==> config.mk <==
export PLATFORM = sky130hd
export DESIGN_NAME = rle_byte_decompressor_top
export DESIGN_NICKNAME = d
export VERILOG_FILES = /design/src/rtl/core/rbd_pkg.sv /design/src/rtl/core/rbd_front.sv /design/src/rtl/core/rbd_queue.sv /design/src/rtl/core/rbd_back.sv /design/src/rtl/core/rle_byte_decompressor_top.sv
export SDC_FILE = /design/constraint.sdc
export NUM_CORES = 1
export LEC_CHECK = 0
export BUFFER_PORTS_ARGS = -buffer_cell sky130_fd_sc_hd__buf_2
export CORE_MARGIN = 10
export CORE_UTILIZATION = 62
export DETAILED_ROUTE_END_ITERATION = 8
export PLACE_DENSITY_LB_ADDON = 0.12
export SYNTH_ARGS = -nofsm -noshare
export SYNTH_HDL_FRONTEND = slang
export SYNTH_SLANG_ARGS = --single-unit
==> constraint.sdc <==
create_clock -name clk -period 8.6 [get_ports clk]
set_input_delay 1.29 -clock clk [delete_from_list [all_inputs] [get_ports clk]]
set_output_delay 1.29 -clock clk [all_outputs]
set_load 0.01 [all_outputs]
==> src/rtl/core/rbd_pkg.sv <==
// Shared types and constants of the run-length byte decoder.
// Depends on nothing; used by rbd_front, rbd_queue, rbd_back and the top level.
package rbd_pkg;

	localparam int ADDR_WIDTH  = 16;
	localparam int QUEUE_DEPTH = 2;
	localparam int PTR_W       = $clog2(QUEUE_DEPTH);
	localparam int CNT_W       = $clog2(QUEUE_DEPTH + 1);

	// buffer offsets wrap at 2^ADDR_WIDTH
	localparam logic [15:0] ADDR_MASK = 16'((17'd1 << ADDR_WIDTH) - 17'd1);

	localparam logic [7:0] FILL_ONES  = 8'hff;
	localparam logic [7:0] FILL_ZEROS = 8'h00;
	localparam logic [4:0] LEN_MASK   = 5'h1f;

	// register indexes of the configuration port
	localparam logic REG_TOTAL_BYTES = 1'b0;
	localparam logic REG_MIRROR_MODE = 1'b1;

	// one span of equal bytes, ready for the back end to play out
	typedef struct packed {
		logic [7:0]  value;
		logic [15:0] start_pos;
		logic [5:0]  len;        // 1..32 bytes
		logic [16:0] cused;
	} span_t;

endpackage

==> src/rtl/core/rbd_front.sv <==
// Front end: takes compressed words, tracks the decode phase and stream counters,
// and turns each word that yields output into a span for the queue. Uses rbd_pkg.
module rbd_front (
	input  logic              clk,
	input  logic              arst_n,
	input  logic              accept,
	input  logic [7:0]        data_byte,
	input  logic [15:0]       total_bytes,
	output logic              push,
	output rbd_pkg::span_t    span
);

	localparam logic [1:0] PH_HEADER  = 2'd0;
	localparam logic [1:0] PH_VALUE   = 2'd1;
	localparam logic [1:0] PH_LITERAL = 2'd2;
	localparam logic [16:0] COUNT_MAX = 17'h1ffff;

	logic [1:0]  phase_q, phase_d;
	logic [7:0]  lit_q, lit_d;
	logic [5:0]  run_q, run_d;
	logic [15:0] pos_q, pos_d;
	logic [16:0] cnt_q, cnt_d;

	logic        has_emit;
	logic [5:0]  emit_len;
	logic [7:0]  emit_val;
	logic [16:0] cnt_inc;
	logic [16:0] pos17, tot17, rem, len17;
	logic        first_done, done;
	logic [5:0]  n_emit;
	logic        live;

	assign live = accept && (total_bytes != 16'd0);

	always_comb begin
		phase_d  = phase_q;
		lit_d    = lit_q;
		run_d    = run_q;
		has_emit = 1'b0;
		emit_len = 6'd1;
		emit_val = data_byte;
		cnt_inc  = (cnt_q == COUNT_MAX) ? cnt_q : cnt_q + 17'd1;
		case (phase_q)
			PH_VALUE: begin
				has_emit = 1'b1;
				emit_len = run_q;
				phase_d  = PH_HEADER;
				run_d    = 6'd0;
			end
			PH_LITERAL: begin
				has_emit = 1'b1;
				lit_d    = lit_q - 8'd1;
				if (lit_d == 8'd0) begin
					phase_d = PH_HEADER;
				end
			end
			PH_HEADER: begin
				if (data_byte[7]) begin
					if (data_byte[6] || data_byte[5]) begin
						has_emit = 1'b1;
						emit_len = {1'b0, data_byte[4:0] & rbd_pkg::LEN_MASK} + 6'd1;
						emit_val = data_byte[6] ? rbd_pkg::FILL_ONES : rbd_pkg::FILL_ZEROS;
					end else begin
						run_d   = {1'b0, data_byte[4:0] & rbd_pkg::LEN_MASK} + 6'd1;
						phase_d = PH_VALUE;
					end
				end else begin
					lit_d   = {1'b0, data_byte[6:0]} + 8'd1;
					phase_d = PH_LITERAL;
				end
			end
			default: begin
				phase_d = PH_HEADER;
			end
		endcase

		// how far this span gets before the stream completes
		pos17      = {1'b0, pos_q};
		tot17      = {1'b0, total_bytes};
		len17      = {11'd0, emit_len};
		first_done = (pos17 + 17'd1) >= tot17;
		rem        = tot17 - pos17;
		if (first_done) begin
			n_emit = 6'd1;
		end else if (len17 < rem) begin
			n_emit = emit_len;
		end else begin
			n_emit = rem[5:0];
		end
		done  = has_emit && (first_done || (len17 >= rem));
		pos_d = has_emit ? pos_q + {10'd0, n_emit} : pos_q;
		cnt_d = cnt_inc;

		// stream complete: rearm
		if (done) begin
			phase_d = PH_HEADER;
			lit_d   = 8'd0;
			run_d   = 6'd0;
			pos_d   = 16'd0;
			cnt_d   = 17'd0;
		end
	end

	always_ff @(posedge clk or negedge arst_n) begin
		if (!arst_n) begin
			phase_q <= PH_HEADER;
			lit_q   <= 8'd0;
			run_q   <= 6'd0;
			pos_q   <= 16'd0;
			cnt_q   <= 17'd0;
		end else if (live) begin
			phase_q <= phase_d;
			lit_q   <= lit_d;
			run_q   <= run_d;
			pos_q   <= pos_d;
			cnt_q   <= cnt_d;
		end
	end

	assign push           = live && has_emit;
	assign span.value     = emit_val;
	assign span.start_pos = pos_q;
	assign span.len       = n_emit;
	assign span.cused     = cnt_inc;

endmodule

==> src/rtl/core/rbd_queue.sv <==
// Short span queue between the front and back ends.
// Uses rbd_pkg for the span type and depth.
module rbd_queue (
	input  logic              clk,
	input  logic              arst_n,
	input  logic              push,
	input  rbd_pkg::span_t    push_span,
	input  logic              pop,
	output logic              head_valid,
	output rbd_pkg::span_t    head_span,
	output logic              full
);

	rbd_pkg::span_t                  mem_q [rbd_pkg::QUEUE_DEPTH];
	logic [rbd_pkg::PTR_W-1:0]       wr_q, rd_q;
	logic [rbd_pkg::CNT_W-1:0]       cnt_q;

	always_ff @(posedge clk) begin
		if (push) begin
			mem_q[wr_q] <= push_span;
		end
	end

	always_ff @(posedge clk or negedge arst_n) begin
		if (!arst_n) begin
			wr_q  <= '0;
			rd_q  <= '0;
			cnt_q <= '0;
		end else begin
			if (push) begin
				wr_q <= (wr_q == rbd_pkg::PTR_W'(rbd_pkg::QUEUE_DEPTH - 1)) ? '0 : wr_q + 1'b1;
			end
			if (pop) begin
				rd_q <= (rd_q == rbd_pkg::PTR_W'(rbd_pkg::QUEUE_DEPTH - 1)) ? '0 : rd_q + 1'b1;
			end
			if (push && !pop) begin
				cnt_q <= cnt_q + 1'b1;
			end else if (pop && !push) begin
				cnt_q <= cnt_q - 1'b1;
			end
		end
	end

	assign head_valid = (cnt_q != '0);
	assign head_span  = mem_q[rd_q];
	assign full       = (cnt_q == rbd_pkg::CNT_W'(rbd_pkg::QUEUE_DEPTH));

	a_no_overflow: assert property (@(posedge clk) disable iff (!arst_n)
		full |-> !push)
		else $error("span pushed into a full queue");

	a_no_underflow: assert property (@(posedge clk) disable iff (!arst_n)
		!head_valid |-> !pop)
		else $error("span popped from an empty queue");

	a_count_bound: assert property (@(posedge clk) disable iff (!arst_n)
		cnt_q <= rbd_pkg::CNT_W'(rbd_pkg::QUEUE_DEPTH))
		else $error("queue fill count out of range");

endmodule

==> src/rtl/core/rbd_back.sv <==
// Back end: plays each span out one word per cycle while the output is not stalled,
// into the output register, forming buffer address and last flag. Uses rbd_pkg.
module rbd_back (
	input  logic              clk,
	input  logic              arst_n,
	input  logic [15:0]       total_bytes,
	input  logic              mirror_mode,
	input  logic              head_valid,
	input  rbd_pkg::span_t    head_span,
	output logic              pop,
	input  logic              out_stall,
	output logic              out_valid,
	output logic [7:0]        out_byte,
	output logic [15:0]       out_addr,
	output logic              last,
	output logic [16:0]       compressed_used
);

	logic           active_q;
	rbd_pkg::span_t cur_q;
	rbd_pkg::span_t cur;
	logic           adv, emit;
	logic [15:0]    addr;
	logic           done;

	assign adv  = !out_valid || !out_stall;
	assign cur  = active_q ? cur_q : head_span;
	assign emit = adv && (active_q || head_valid);
	assign pop  = adv && !active_q && head_valid;

	always_comb begin
		if (mirror_mode) begin
			addr = (total_bytes - 16'd1 - cur.start_pos) & rbd_pkg::ADDR_MASK;
		end else begin
			addr = cur.start_pos & rbd_pkg::ADDR_MASK;
		end
		done = ({1'b0, cur.start_pos} + 17'd1) >= {1'b0, total_bytes};
	end

	always_ff @(posedge clk or negedge arst_n) begin
		if (!arst_n) begin
			active_q  <= 1'b0;
			out_valid <= 1'b0;
		end else begin
			if (adv) begin
				out_valid <= emit;
			end
			if (emit) begin
				active_q <= (cur.len > 6'd1);
			end
		end
	end

	always_ff @(posedge clk) begin
		if (emit) begin
			cur_q.value     <= cur.value;
			cur_q.start_pos <= cur.start_pos + 16'd1;
			cur_q.len       <= cur.len - 6'd1;
			cur_q.cused     <= cur.cused;
			out_byte        <= cur.value;
			out_addr        <= addr;
			last            <= done;
			compressed_used <= cur.cused;
		end
	end

	a_active_has_bytes: assert property (@(posedge clk) disable iff (!arst_n)
		active_q |-> (cur_q.len != 6'd0))
		else $error("active span with no bytes left");

	a_last_ends_span: assert property (@(posedge clk) disable iff (!arst_n)
		(emit && done) |=> !active_q)
		else $error("span continues past the last word of the stream");

	a_no_pop_while_active: assert property (@(posedge clk) disable iff (!arst_n)
		active_q |-> !pop)
		else $error("queue popped while a span is still playing");

endmodule

==> src/rtl/core/rle_byte_decompressor_top.sv <==
// Top level of the run-length byte decoder with literal runs.
// Depends on rbd_pkg, rbd_front, rbd_queue and rbd_back.
//
//   channel | direction | handshake             | payload
//   --------+-----------+-----------------------+----------------------------------------
//   input   | in        | in_valid / in_stall   | data_byte[7:0]
//   output  | out       | out_valid / out_stall | out_byte, out_addr, last, compressed_used
//   config  | in        | cfg_we                | cfg_index (0 total_bytes, 1 mirror_mode),
//           |           |                       | cfg_data[15:0]
//
// Header and literal words are taken one per cycle while the input is not stalled; a run of N
// copies (N up to 32) leaves the back end one decoded word per cycle while the output is not stalled.
// The input stalls only while the two-entry span queue is full.
// Reset clears the decode phase, counters, queue and output valid; config goes to zero.
// The output register can take a new word in the same cycle the old one leaves.
module rle_byte_decompressor_top (
	input  logic        clk,
	input  logic        arst_n,
	// compressed input
	input  logic        in_valid,
	output logic        in_stall,
	input  logic [7:0]  data_byte,
	// decoded output
	output logic        out_valid,
	input  logic        out_stall,
	output logic [7:0]  out_byte,
	output logic [15:0] out_addr,
	output logic        last,
	output logic [16:0] compressed_used,
	// configuration
	input  logic        cfg_we,
	input  logic        cfg_index,
	input  logic [15:0] cfg_data
);

	logic [15:0]    total_bytes_q;
	logic           mirror_mode_q;

	logic           in_accept;
	logic           push, pop;
	logic           head_valid, full;
	rbd_pkg::span_t push_span, head_span;

	// configuration registers; write only while the decoder is idle; not enforced here
	always_ff @(posedge clk or negedge arst_n) begin
		if (!arst_n) begin
			total_bytes_q <= 16'd0;
			mirror_mode_q <= 1'b0;
		end else if (cfg_we) begin
			case (cfg_index)
				rbd_pkg::REG_TOTAL_BYTES: total_bytes_q <= cfg_data;
				rbd_pkg::REG_MIRROR_MODE: mirror_mode_q <= cfg_data[0];
				default: ;
			endcase
		end
	end

	// hold the input while the queue has no room for a span
	assign in_stall  = full;
	assign in_accept = in_valid && !in_stall;

	rbd_front u_front (
		.clk         (clk),
		.arst_n      (arst_n),
		.accept      (in_accept),
		.data_byte   (data_byte),
		.total_bytes (total_bytes_q),
		.push        (push),
		.span        (push_span)
	);

	rbd_queue u_queue (
		.clk        (clk),
		.arst_n     (arst_n),
		.push       (push),
		.push_span  (push_span),
		.pop        (pop),
		.head_valid (head_valid),
		.head_span  (head_span),
		.full       (full)
	);

	rbd_back u_back (
		.clk             (clk),
		.arst_n          (arst_n),
		.total_bytes     (total_bytes_q),
		.mirror_mode     (mirror_mode_q),
		.head_valid      (head_valid),
		.head_span       (head_span),
		.pop             (pop),
		.out_stall       (out_stall),
		.out_valid       (out_valid),
		.out_byte        (out_byte),
		.out_addr        (out_addr),
		.last            (last),
		.compressed_used (compressed_used)
	);

endmodule
# --- Word-level counts from Yosys, hierarchy flattened ---
# Memories as Yosys holds them, arrays and structs flattened.
# Index checks and enable logic that the tools add are counted.
word_totals:
  reg_bits: 136
  ramBits: 94
  input_bits: 30
  out_inout_bits: 44
  wordCells: 122
  memories: 1
memory_table:
  columns: ["name", "words", "width", "rd", "rd_ports_with_merged_regs", "wr", "line_no", "rtl"]
  rows:
  - ["u_queue.mem_q", 2, 47, 1, 0, 1, "rbd_queue.sv:14", "rbd_pkg::span_t mem_q [rbd_pkg::QUEUE_DEPTH];"]
classes:
  addsub: 16
  order_cmp: 5
  eq_ne: 9
  mux: 36
  n_bitwise: 2
  reduce_logical: 35
ops:
  columns: ["cell", "n"]
  rows:
  - ["$mux 16", 3]
  - ["$mux 8", 6]
  - ["$mux 6", 7]
  - ["$mux 39", 1]
  - ["$add 16x1->17 const B", 2]
  - ["$ge 17x16->1", 2]
  - ["$mux 17", 2]
  - ["$pmux 6 s2", 2]
  - ["$add 17x1->17 const B", 1]
  - ["$eq 17x17->1 const B", 1]
  - ["$ge 6x17->1", 1]
  - ["$lt 6x17->1", 1]
  - ["$sub 16x16->17", 1]
  - ["$add 16x1->16 const B", 1]
  - ["$add 16x6->16", 1]
  - ["$pmux 8 s2", 1]
  - ["$reduce_bool 16->1", 1]
  - ["$sub 16x1->16 const B", 1]
  - ["$sub 16x16->16", 1]
  - ["$mux 2", 6]
  - ["$logic_and 1x1->1", 9]
  - ["$ne 3x2->1 const B", 3]
  - ["$add 7x1->8 const B", 1]
  - ["$logic_not 8->1", 1]
  - ["24 further kinds", 47]

# --- Logic depth before layout (Yosys ltp) ---
logic_depth:
  word_depth: 10
  mapped_depth: 26
  depth_no_buf: 26

# --- Hierarchy ---
# From an unflattened synthesis, not the netlist that was laid out.
hier_totals:
  cells_unflattened: 1235
  area_unflattened_um2: 13912.1
by_module_without_submodules:
  columns: ["module", "instances", "cells_each", "area_each_um2", "seq_area_each_um2"]
  rows:
  - ["rbd_front", 1, 641, 5181.2, 1226.2]
  - ["rbd_back", 1, 393, 4361.7, 1971.9]
  - ["rbd_queue", 1, 162, 3659.8, 2922.8]
  - ["rle_byte_decompressor_top", 1, 39, 709.4, 425.4]

# --- Least setup slack after synthesis ---
# OpenSTA, ideal clock, no wires.
synth_timing:
  path_type: "input port to flip-flop"
  startpoint: "input data_byte[5]"
  endpoint: "register u_front.pos_q[15]"
  setup_ps: 122
  t_arrival_ps: 5423
  required_time_ps: 8478
  setup_slack_ps: 3055
  stages: 23
  path_buffers: 2
  cell_sequence: "clkbuf_1 -> nor2_1 -> or2_2 -> o21ai_0 -> ha_1 -> a21oi_1 -> nor2b_1 -> o31a_1 -> nor2_1 -> nor4_1 -> clkbuf_1 -> nor2_1 -> a211oi_1 -> ha_1 -> a21o_1 -> a21oi_1 -> o21bai_1 -> a21oi_1 -> nor2b_1 -> o21ai_0 -> nor3_1 -> xnor2_1 -> nor2_1"
synth_rtl:
  columns: ["item", "line_no", "rtl"]
  rows:
  - ["start, declared", "rle_byte_decompressor_top.sv:22", "input logic [7:0] data_byte,"]
  - ["end signal, assigned", "rbd_front.sv:115", "pos_q <= pos_d;"]
  - ["end, declared", "rbd_front.sv:21", "logic [15:0] pos_q, pos_d;"]

==> results.md <==
- The repair_antennas step left the layout with diodes totalling 0.
- The cell area after synthesis is 13,300 sq um.
- The critical path goes through inv_1, ha_1, clkinv_1, o31ai_1, ha_1, a21oi_1, nor2b_1, o31a_1, nor2_1, nor4_1, buf_4, a211oi_1, ha_1, a21o_1, a21oi_1, o21bai_1, a21oi_1, nor2b_1, o21ai_0, nor3_1, xnor2_1, nor2_1.
- Among cell families on the critical path, the largest total delay comes from compound AO/OA/AOI/OAI gates.
- STA classifies the critical path startpoint as a flip-flop.
- The library cell used most frequently in the layout, excluding fill and tap cells, is edfxtp_1.
- The top cell types in the final layout, fill and taps aside, are edfxtp_1, nor2_1, nand2_1, ha_1, buf_2.
- The clock transition at the register clock pins on the worst setup and hold paths after CTS is 0.07 ns.
- Setup violations remaining at the end of the flow were counted as 0.
- The final routed wirelength across all metal layers is 31,600 um.
- The number of buffer and inverter stages on the critical path is 3.
- The register area is 6550 sq um.
- Setup repair after global routing left no endpoint under its margin.
- The congestion estimate from routability-driven global placement came to 0.990.
- The detail route stage leaves a number of antenna-violating nets equal to 0.
- The worst setup path is captured at a flip-flop.
- The number of synthesized flops with an enable pin is 158.
- Before CTS, the worst setup slack after placement is 2.53 ns.
- In this run the power density over the cells is 365 nW/um^2.
- After global routing the overflow that remains totals 0.
- The via count of the first global-routing pass is 9,523.
- The mean routed wirelength per cell is 19.9 um.
- The number of resized instances in the post-cts repair step is 0.
- The clock reaches the later pin of the worst-skew pair after 0.54 ns.
- The global routing usage summed across all routing layers is 0.224.
- The worst path in the final design needs a cycle of 5.97 ns, including I/O delays and setup.
- TritonCTS created 25 clock buffers.
- The post-synthesis sequential element count is 230.
- Clock skew on the completed layout was measured at 0.0130 ns.
- The relative max-transition margin is 0.322.
- For the pin with the worst max-slew slack, the measured transition is 1.01 ns.
- In the synthesized netlist the dominant register cell turns out to be edfxtp_1.
- The maximum number of pins on one net before global-route repair is 69.
- The die covers 27,600 sq um.
- The max-capacitance violation count is 0.
- The initial antenna violation count is 0.
- Using the TritonRoute via totals, the vias-per-cell ratio works out to 6.13.
- In this run, the number of DRC markers left after iteration 0 of detailed routing was 899.
- The design draws 5.31 mW.
- The distinct cell type count after synthesis is 73.
- The share of layout cells above drive strength 1 is 0.117.
- The critical path's largest stage delay is 0.65 ns.
- The via count is 9,722.
- The initial core utilization is 0.631.
- The remaining design rule violation count is 0.
- The detailed placer's ending HPWL is 23,100 um.
- The core region is 21,000 sq um.
- The number of levels the H-tree was split into is 1.
- The total number of clock tree sinks is 230.
- The net total in the final layout is 1,413.
- The height of the die is 166 um.
- Of all flip-flops after synthesis, the portion carrying an async set or reset was 0.313.
- The setup TNS after final layout is 0 ns.
- The final-report hold violation count is 0.
- No sink is reached through more buffers than the 3 on the longest clock path.
- The warning count from the yosys run is 0.
- Synthesis produced a netlist with a net count of 1,368.
- The fraction of the yosys area taken by sequential cells is 0.494.
- The maximum VDD drop is 0.248 mV.
- In this run the static leakage power is 6.01 nW.
- The data required time of the critical path is 8.99 ns.
- In this run the worst hold path is classified as flip-flop to flip-flop.
- The hold buffer count at CTS is 0.
- Compared with the post-synthesis result, the final layout area differs by 9.78%.
- Before antenna repair, the detailed router went through 5 iterations.
- The filler cells instantiated in the layout total 1,582.
- Of the available clock period, the critical path in the final layout requires 0.694.
- The tree is rooted in a clkbuf_16.
- The flow ran to the end, and the final reports show no timing, DRC or antenna violations.
- The start-to-end type of the worst setup path is flip-flop to flip-flop.
- In this run the tool buffered the top-level ports with 73 buffer cells.
- The startpoint of the most critical hold path is u_front.lit_q[5].
- 74 I/O pins were placed.
- The number of buffers inserted by post-CTS setup repair is 0.
- The source of the worst register-to-register timing path is u_front.phase_q[0].
- The critical-path cell with the highest stage delay is ha_1.
- In this run the worst path has a maximum fanout of 22.
- The synthesized area per cell is 10.6 sq um.
- The least setup slack across all paths after layout is 2.63 ns.
- The horizontal extent of the die is 166 um.
- The first global-routing pass estimated 51,100 um of wire.
- The site row count is 53.
- The top achievable clock speed is 168 MHz.
- The clock tree from TritonCTS is yes.
- The area taken by multi-input logic gates is 6150 sq um.
- The origin of the worst setup path is u_front.phase_q[0].
- Synthesis produced 1,247 cells.
- The arrival time at the worst endpoint is 6.36 ns.
- The number of pins exceeding their max-slew limit in the final report is 0.
==> cell families after synthesis <==
| logic type | synth area share |
|---|---|
| multiplexers | 0.0477 |
| buffers and inverters | 0.0443 |
| AO/OA/AOI/OAI | 0.133 |
| AND/OR/NAND/NOR | 0.133 |
| adder cells (fa/ha/maj) | 0.0876 |
| XOR/XNOR | 0.0608 |
| flip-flops | 0.494 |
==> final cells by class <==
type,count,share of cell area
Timing Repair Buffer,82,0.0299
Tap cell,275,0.0236
Inverter,64,0.0165
Multi-Input combinational cell,889,0.423
Sequential cell,230,0.450
Clock inverter,18,0.0138
Clock buffer,28,0.0437
==> report_power, final <==
| group | leakage [nW] | internal, mW | switching [mW] |
|---|---|---|---|
| Combinational | 3.19 | 0.934 | 1.45 |
| Clock | 0.408 | 0.632 | 0.460 |
| Sequential | 2.41 | 1.64 | 0.188 |
| Total | 6.01 | 3.21 | 2.10 |
==> routing by layer <==
metal | vias to the layer above | track usage | part of all wire
met5 | - | 0 | 0
met4 | 0 | 0.0714 | 0.029
met3 | 60 | 0.0419 | 0.089
met2 | 363 | 0.337 | 0.43
met1 | 4687 | 0.320 | 0.45
li1 | 4612 | - | -
==> flip-flops by register name (all words and copies together), names as in the netlist <==
signal	count
u_back.out_addr	16
u_queue.mem_q	94
u_back.compressed_used	17
u_front.run_q	6
u_front.cnt_q	17
u_front.phase_q	2
u_back.last	1
u_queue.wr_q	1
u_back.out_byte	8
u_front.lit_q	8
u_back.active_q	1
mirror_mode_q	1
total_bytes_q	16
u_back.out_valid	1
u_queue.rd_q	1
u_queue.cnt_q	2
u_back.cur_q	22
u_front.pos_q	16
==> metrics by stage <==
step / hold WS [ns] / util / std cells / cell area, sq um
global route: 0.528 / 0.693 / 1586 / 14600
finish: 0.500 / 0.693 / 1586 / 14600
global placement: 0.475 / 0.653 / 1540 / 13700
detailed placement: 0.489 / 0.653 / 1540 / 13700
CTS: 0.503 / 0.693 / 1586 / 14600
floorplan: 0.456 / - / 1247 / 13300
==> worst paths after layout <==
path / end / slack (ns) / depth (start not counted)
max: u_front.pos_q[13] / 2.63 / 22
min: u_front.lit_q[5] / 0.50 / 1
max reg2reg: u_front.pos_q[13] / 2.63 / 22
min reg2reg: u_front.lit_q[5] / 0.50 / 1
max in group asynchronous: u_back.active_q / 6.80 / 2
min in group asynchronous: u_front.phase_q[1] / 0.57 / 1
==> cell usage after synthesis (all sizes together), types with 6 or more instances <==
cell type | instances | area, sq um
xnor2 | 63 | 552
a22o | 16 | 140
nor2b | 13 | 81.3
a21o | 17 | 128
mux2i | 52 | 521
ha | 88 | 1100
and3 | 20 | 125
o31ai | 6 | 45.0
inv | 62 | 233
or2 | 9 | 56.3
o21a | 17 | 128
clkbuf | 23 | 87.6
o211ai | 11 | 82.6
nand2 | 109 | 409
xor2 | 29 | 254
a32o | 8 | 80.1
mux2 | 10 | 113
a211oi | 17 | 128
nor3 | 24 | 120
dfrtp | 72 | 1800
nand3 | 35 | 175
nor2 | 122 | 458
buf | 41 | 259
edfxtp | 158 | 4740
o21ai | 73 | 377
nor4 | 10 | 62.6
a31oi | 6 | 37.5
nand4 | 10 | 68.8
a21oi | 57 | 289
Note: power is estimated with default switching activity, not from simulation.
